==> config.mk <==
export PLATFORM = sky130hd
export DESIGN_NAME = rccd_out_fifo
export DESIGN_NICKNAME = d
export VERILOG_FILES = /design/src/design/rccd_pkg.sv /design/src/design/rccd_out_fifo.sv
export SDC_FILE = /design/constraint.sdc
export NUM_CORES = 1
export LEC_CHECK = 0
export ABC_AREA = 0
export BUFFER_PORTS_ARGS = -buffer_cell sky130_fd_sc_hd__buf_2
export CAP_MARGIN = 40
export CORE_MARGIN = 1
export CORE_UTILIZATION = 53
export CTS_BUF_LIST = sky130_fd_sc_hd__clkbuf_8
export CTS_CLUSTER_SIZE = 16
export DETAILED_ROUTE_END_ITERATION = 16
export PLACE_DENSITY = 0.86
export SYNTH_ARGS = -nofsm -noshare
export SYNTH_HDL_FRONTEND = slang
export SYNTH_SLANG_ARGS = --single-unit
export TNS_END_PERCENT = 10
==> constraint.sdc <==
create_clock -name clk -period 2.1 [get_ports clk]
set_clock_uncertainty 0.05 [all_clocks]
set_input_delay 0.105 -clock clk [delete_from_list [all_inputs] [get_ports clk]]
set_output_delay 0.105 -clock clk [all_outputs]
set_load 0.02 [all_outputs]
==> src/design/rccd_pkg.sv <==
`default_nettype none
// ----------------------------------------------------------------------------
// rccd_pkg: shared types and constants of the run center cross detector
// pixel and coordinate widths, output queue sizing and inter-module structs
// ----------------------------------------------------------------------------
package rccd_pkg;

    localparam int PIXEL_W    = 8;
    localparam int COORD_W    = 9;

    // output queue: absorbs results that are in flight when the receiver stalls
    localparam int FIFO_DEPTH = 4;
    localparam int FIFO_PTR_W = $clog2(FIFO_DEPTH);
    localparam int FIFO_CNT_W = $clog2(FIFO_DEPTH + 1);

    // per-column run state
    typedef struct packed {
        logic               open;
        logic [COORD_W-1:0] start;
    } col_ent_t;

    // bitmap update and lookup for one pixel
    typedef struct packed {
        logic               wr_en;
        logic [COORD_W-1:0] wr_row;
        logic [COORD_W-1:0] zero_col;
        logic               one_en;
        logic [COORD_W-1:0] one_col;
        logic               look_en;
        logic [COORD_W-1:0] look_row;
        logic [COORD_W-1:0] look_col;
    } bm_req_t;

    // detected crossing
    typedef struct packed {
        logic               valid;
        logic [COORD_W-1:0] x;
        logic [COORD_W-1:0] y;
    } point_t;

endpackage
`default_nettype wire

==> src/design/rccd_out_fifo.sv <==
`default_nettype none
// ----------------------------------------------------------------------------
// rccd_out_fifo: result queue
// small register queue between the bitmap lookup and the output channel
// ----------------------------------------------------------------------------
module rccd_out_fifo (
    input  wire logic                              clk,
    input  wire logic                              rst_n,
    input  wire rccd_pkg::point_t                  push,
    input  wire logic                              out_stall,
    output logic                                   out_valid,
    output logic [rccd_pkg::COORD_W-1:0]           point_x,
    output logic [rccd_pkg::COORD_W-1:0]           point_y,
    output logic [rccd_pkg::FIFO_CNT_W-1:0]        count
);
    import rccd_pkg::*;

    logic [COORD_W-1:0]    x_mem [FIFO_DEPTH];
    logic [COORD_W-1:0]    y_mem [FIFO_DEPTH];
    logic [FIFO_PTR_W-1:0] wr_ptr_reg;
    logic [FIFO_PTR_W-1:0] rd_ptr_reg;
    logic [FIFO_CNT_W-1:0] cnt_reg;
    logic [FIFO_CNT_W-1:0] cnt_next;
    logic                  pop;

    always_comb
    begin
        pop      = out_valid && !out_stall;
        cnt_next = cnt_reg;
        if (push.valid && !pop)
        begin
            cnt_next = cnt_reg + FIFO_CNT_W'(1);
        end
        else if (!push.valid && pop)
        begin
            cnt_next = cnt_reg - FIFO_CNT_W'(1);
        end
    end

    always_ff @(posedge clk or negedge rst_n)
    begin
        if (!rst_n)
        begin
            wr_ptr_reg <= '0;
            rd_ptr_reg <= '0;
            cnt_reg    <= '0;
        end
        else
        begin
            cnt_reg <= cnt_next;
            if (push.valid)
            begin
                wr_ptr_reg <= wr_ptr_reg + FIFO_PTR_W'(1);
            end
            if (pop)
            begin
                rd_ptr_reg <= rd_ptr_reg + FIFO_PTR_W'(1);
            end
        end
    end

    always_ff @(posedge clk)
    begin
        if (push.valid)
        begin
            x_mem[wr_ptr_reg] <= push.x;
            y_mem[wr_ptr_reg] <= push.y;
        end
    end

    assign out_valid = (cnt_reg != '0);
    assign point_x   = x_mem[rd_ptr_reg];
    assign point_y   = y_mem[rd_ptr_reg];
    assign count     = cnt_reg;

    a_no_overflow : assert property (
        @(posedge clk) disable iff (!rst_n)
        push.valid |-> ((cnt_reg != FIFO_CNT_W'(FIFO_DEPTH)) || pop))
        else $error("result queue overflow");

    a_count_up : assert property (
        @(posedge clk) disable iff (!rst_n)
        (push.valid && !pop) |=> (cnt_reg == $past(cnt_reg) + FIFO_CNT_W'(1)))
        else $error("result queue count lost a transaction");

endmodule
`default_nettype wire

# [Word-level counts from Yosys, hierarchy flattened]
# Memories as Yosys holds them, arrays and structs flattened.
# Index checks and enable logic that the tools add are counted.
[word_totals] ram_bits=72 register_bits=7 input_bits=22 out_inout_bits=22 elab_cells=21 mem_count=2
[classes] n_reduce_logical=8 n_mux=4 addsub=4
[memory_table] memory="x_mem" depth=4 width=9 read_ports=1 rd_clocked_by_memory_dff=0 write_ports=1 line_no="rccd_out_fifo.sv:18" text="logic [COORD_W-1:0] x_mem [FIFO_DEPTH];"
[memory_table] memory="y_mem" depth=4 width=9 read_ports=1 rd_clocked_by_memory_dff=0 write_ports=1 line_no="rccd_out_fifo.sv:19" text="logic [COORD_W-1:0] y_mem [FIFO_DEPTH];"
[op_table] cell="$mux W3" n=2
[op_table] cell="$add A2 B1 Y2 const B" n=2
[op_table] cell="$add A3 B1 Y3 const B" n=1
[op_table] cell="$logic_and A1 B1 Y1" n=3
[op_table] cell="$logic_not A1 Y1" n=3
[op_table] cell="$reduce_bool A3 Y1" n=1
[op_table] cell="$sub A3 B1 Y3 const B" n=1
[op_table] cell="$mux W1" n=2
[op_table] cell="$reduce_bool A2 Y1" n=1

# [Depth between registers and ports, before layout]
[logic_depth] ltp_word=5 ltp_mapped=8 mapped_depth_nobuf=8

# [Worst setup path after synthesis]
# OpenSTA, ideal clock, no wires.
[synth_path] path_kind="reg-to-reg" from="register cnt_reg[0] (netlist: count[0])" to="register cnt_reg[2] (netlist: count[2])" setup_ps=80 required_time_ps=1970 path_stages_with_launch=9 path_buffers=0 slack_ps=20 t_arrival_ps=1951 synth_period_minus_slack_ps=2080 path_cell_list="dfrtp_1 nor3_1 or2_2 ha_1 inv_1 fa_1 xor2_1 nor2_1 xor2_1"
[synth_between] elab_chain_cells=5 elab_cells_between_ends=10 cone_classes="add/sub: 2; mux: 2; reduce/logical: 6"
[synth_lines] item="start, declared" line_no="rccd_out_fifo.sv:22" text="logic [FIFO_CNT_W-1:0] cnt_reg;"
[synth_lines] item="start signal, assigned" line_no="rccd_out_fifo.sv:50" text="cnt_reg <= cnt_next;"
[synth_lines] item="parallel branches: the longest is 5 deep, another holds $sub A3 B1 Y3"
# Several ways; the timed one is not identified. The select of a mux whose other input is x is not followed.
# A chain may end at the register's enable or synchronous reset.

# [Worst setup path in the final report]
# Same ends and word-level chain as after synthesis.

==> summary.txt <==
Synth
  – Register bit total from synthesis: 79
  – Mapped cell area: between 3000 and 4000 µm²
  – Post-synthesis cell count: ~130
  – Synth cell types: 19
  – Area contributors post-synth: edfxtp_1 (72%), mux4_2 (14%), dfrtp_1 (5.8%)
  – Async S/R FF share, synth: around 8.9%
  – Sequential-to-total area share from yosys stat: between 70% and 80%
  – Synth Flop Type: edfxtp_1
  – Post-synth top area cell: edfxtp_1
  – Number of synthesized flops with an enable pin: 72
  – Mapped Nets: ~160
  – Yosys warns: 0
  – Yosys top cell area share: roughly 72%
  – Syn Area/Cell: ~23 µm²

Floorplanning
  – I/O Pins: 44
  – Chip Width: 77.2 µm
  – # rows: 27
  – Starting Density: 54.8%
  – Core box area: about 5500 µm²
  – Die area: ~6000 µm²
  – Die Y: roughly 77 µm

Placed design
  – Cells after DPL: around 250
  – Placer Congestion: around 0.75
  – Post-Place Worst Slack: 0.00633 ns
  – Placed wire-length estimate: ~3500 µm
  – Port bufs: 43

Worst setup path
  – Setup CP Type: register to register
  – Critical path endpoint category: register
  – Cell depth of the worst flop-to-flop path: 8
  – Worst Setup Start Kind: register
  – Req. time, crit path: 2.31 ns
  – Worst Path Max Fanout: 3
  – Critical Path AT: roughly 2.2 ns

STA
  – Fmax: roughly 0.51 GHz
  – Setup TNS: 0 ns
  – Relative slew margins: 73.2%
  – Final hold violations: 0
  – Final min period: 1.97 ns
  – Worst-margin pin slew: about 0.40 ns
  – Setup WS post-layout: between 0.1 and 0.15 ns
  – Final Cycle Share: about 94%
  – Final setup viols: 0
  – RSZ-0062 raised after global routing: false
  – Max Slew Vio Count: 0

Hold path
  – Hold Path Cell Cnt: 3
  – Hold Crit Class: input port to register

Global routing
  – First-pass GRT wire length: 8120 µm
  – Vias in the first global route: 1611
  – Overflow after GRT: 0
  – Antenna violations before repair: 0
  – Global-route usage over all layers: about a fifth
  – Largest net degree at the start of global routing: 19

Cells and area
  – Diode count: 0
  – Fillcell total: about 360
  – Share of layout cells above drive strength 1: 41.8%
  – Nets: ~240
  – Post-route insts no fill: 285
  – Most common cell after layout, fill and taps aside: edfxtp_1
  – Area growth syn-to-layout: 24.3%
  – Commonest non-fill, non-tap cells in the layout: edfxtp_1 (72), buf_2 (43), dlygate4sd3_1 (20), mux4_2 (18), buf_4 (10)
  – End-of-flow core utilization: about two thirds

Routing
  – Antenna-violating nets left: 0
  – Drt first pass iters: 4
  – DRC Markers: 0
  – DR iter-0 viols: 94
  – Uppermost layer routed: met4
  – Wl on met1: roughly 2100 µm
  – Vias per cell: roughly 5.3
  – Met2 Routed Length: approximately 2900 µm
  – DR vias: 1511
  – WL met3: 198 µm
  – WL/cell: approximately 19 µm
  – DRT Wirelength: about 5300 µm

Run status
  – Status: finished clean

Power and ir drop
  – Peak VDD IR: approximately 0.94 mV
  – Leakage dissipation: between 1 and 1.5 nW
  – Pwr dens: ~1300 nW/µm²

Clocking
  – CTS Sinks: 79
  – H-tree depth: 3
  – Worst-Skew Late Latency: between 0.3 and 0.4 ns
  – CTS root buffer: clkbuf_8
  – Clk buf depth: 2
  – Num CTS Buffers: 9
  – CTS tree: done
  – Clk slew on worst S/H paths: 0.07 ns

Flow run
  – Max Cap Viol: 0
-- critical path, stage by stage (launching register included) --
cell and delay [ns]:
dfrtp_2 0.44, nor3_4 0.19, or2_2 0.16, ha_2 0.19, inv_1 0.05, fa_1 0.38, xor2_1 0.16, nor2_1 0.13
xor2_1 0.15
-- cells in the mapped netlist, types with 2 or more instances --
cell type / number
mux4_2: 18
xnor2_1: 2
edfxtp_1: 72
dfrtp_1: 7
and2_1: 4
ha_1: 5
xor2_1: 4
inv_1: 4
buf_6: 2
-- worst paths after layout --
path | startpoint | endpoint | slack (ns)
worst min register to register | rd_ptr_reg[1] | rd_ptr_reg[1] | 0.45
worst min-delay path | out_stall | rd_ptr_reg[1] | 0.02
worst max register to register | count[0] | count[2] | 0.13
worst max-delay path | count[0] | count[2] | 0.13
min in group asynchronous | rst_n | wr_ptr_reg[0] | 0.08
max in group asynchronous | rst_n | count[0] | 1.74
-- report_power, final --
part	total [mW]	switching [mW]	leakage (nW)	internal, mW
clock	0.874	0.474	0.0915	0.399
combinational	1.80	0.981	0.541	0.816
sequential	2.24	0.157	0.742	2.08
-- per-stage QoR --
stage / area (µm²) / hold slack (ns) / power [mW]
finish: 3730 / 0.0220 / 4.91
global route: 3730 / 0.0246 / 5.15
CTS: 3700 / 0.0221 / 4.89
detailed placement: 3350 / -0.0997 / 4.01
global placement: 3350 / -0.114 / 3.90
floorplan: 3000 / -0.241 / 3.44
-- routing by layer --
layer	vias up	global-route usage, %
li1	681	-
met1	766	22.6
met2	53	32.3
met3	11	4.52
met4	0	13.8
met5	-	0
-- final cells by class --
class,count,area [µm²],area share (%)
Sequential cell,79,2340,62.7
Multi-Input combinational cell,41,627,16.8
Timing Repair Buffer,74,510,13.7
Clock buffer,9,124,3.32
Tap cell,72,90.1,2.42
Clock inverter,6,23.8,0.637
Inverter,4,15.0,0.403
-- cells by family after synthesis --
group,Yosys count,synth area share (%)
flip-flops,79,77.9
AO/OA/AOI/OAI,1,0.167
XOR/XNOR,6,1.75
adder cells (fa/ha/maj),6,2.75
buffers and inverters,8,1.67
multiplexers,19,13.9
AND/OR/NAND/NOR,9,1.88
-- repair_timing --
item                                    in CTS  in global routing
endpoints found under the setup margin       1                  1
buffers inserted                             0                  2
pin swaps                                    0                  0
resized for setup                            1                  4
hold buffers                                20                  0
hold endpoints to repair                    80                  0
Note: power is estimated with default switching activity, not from simulation.
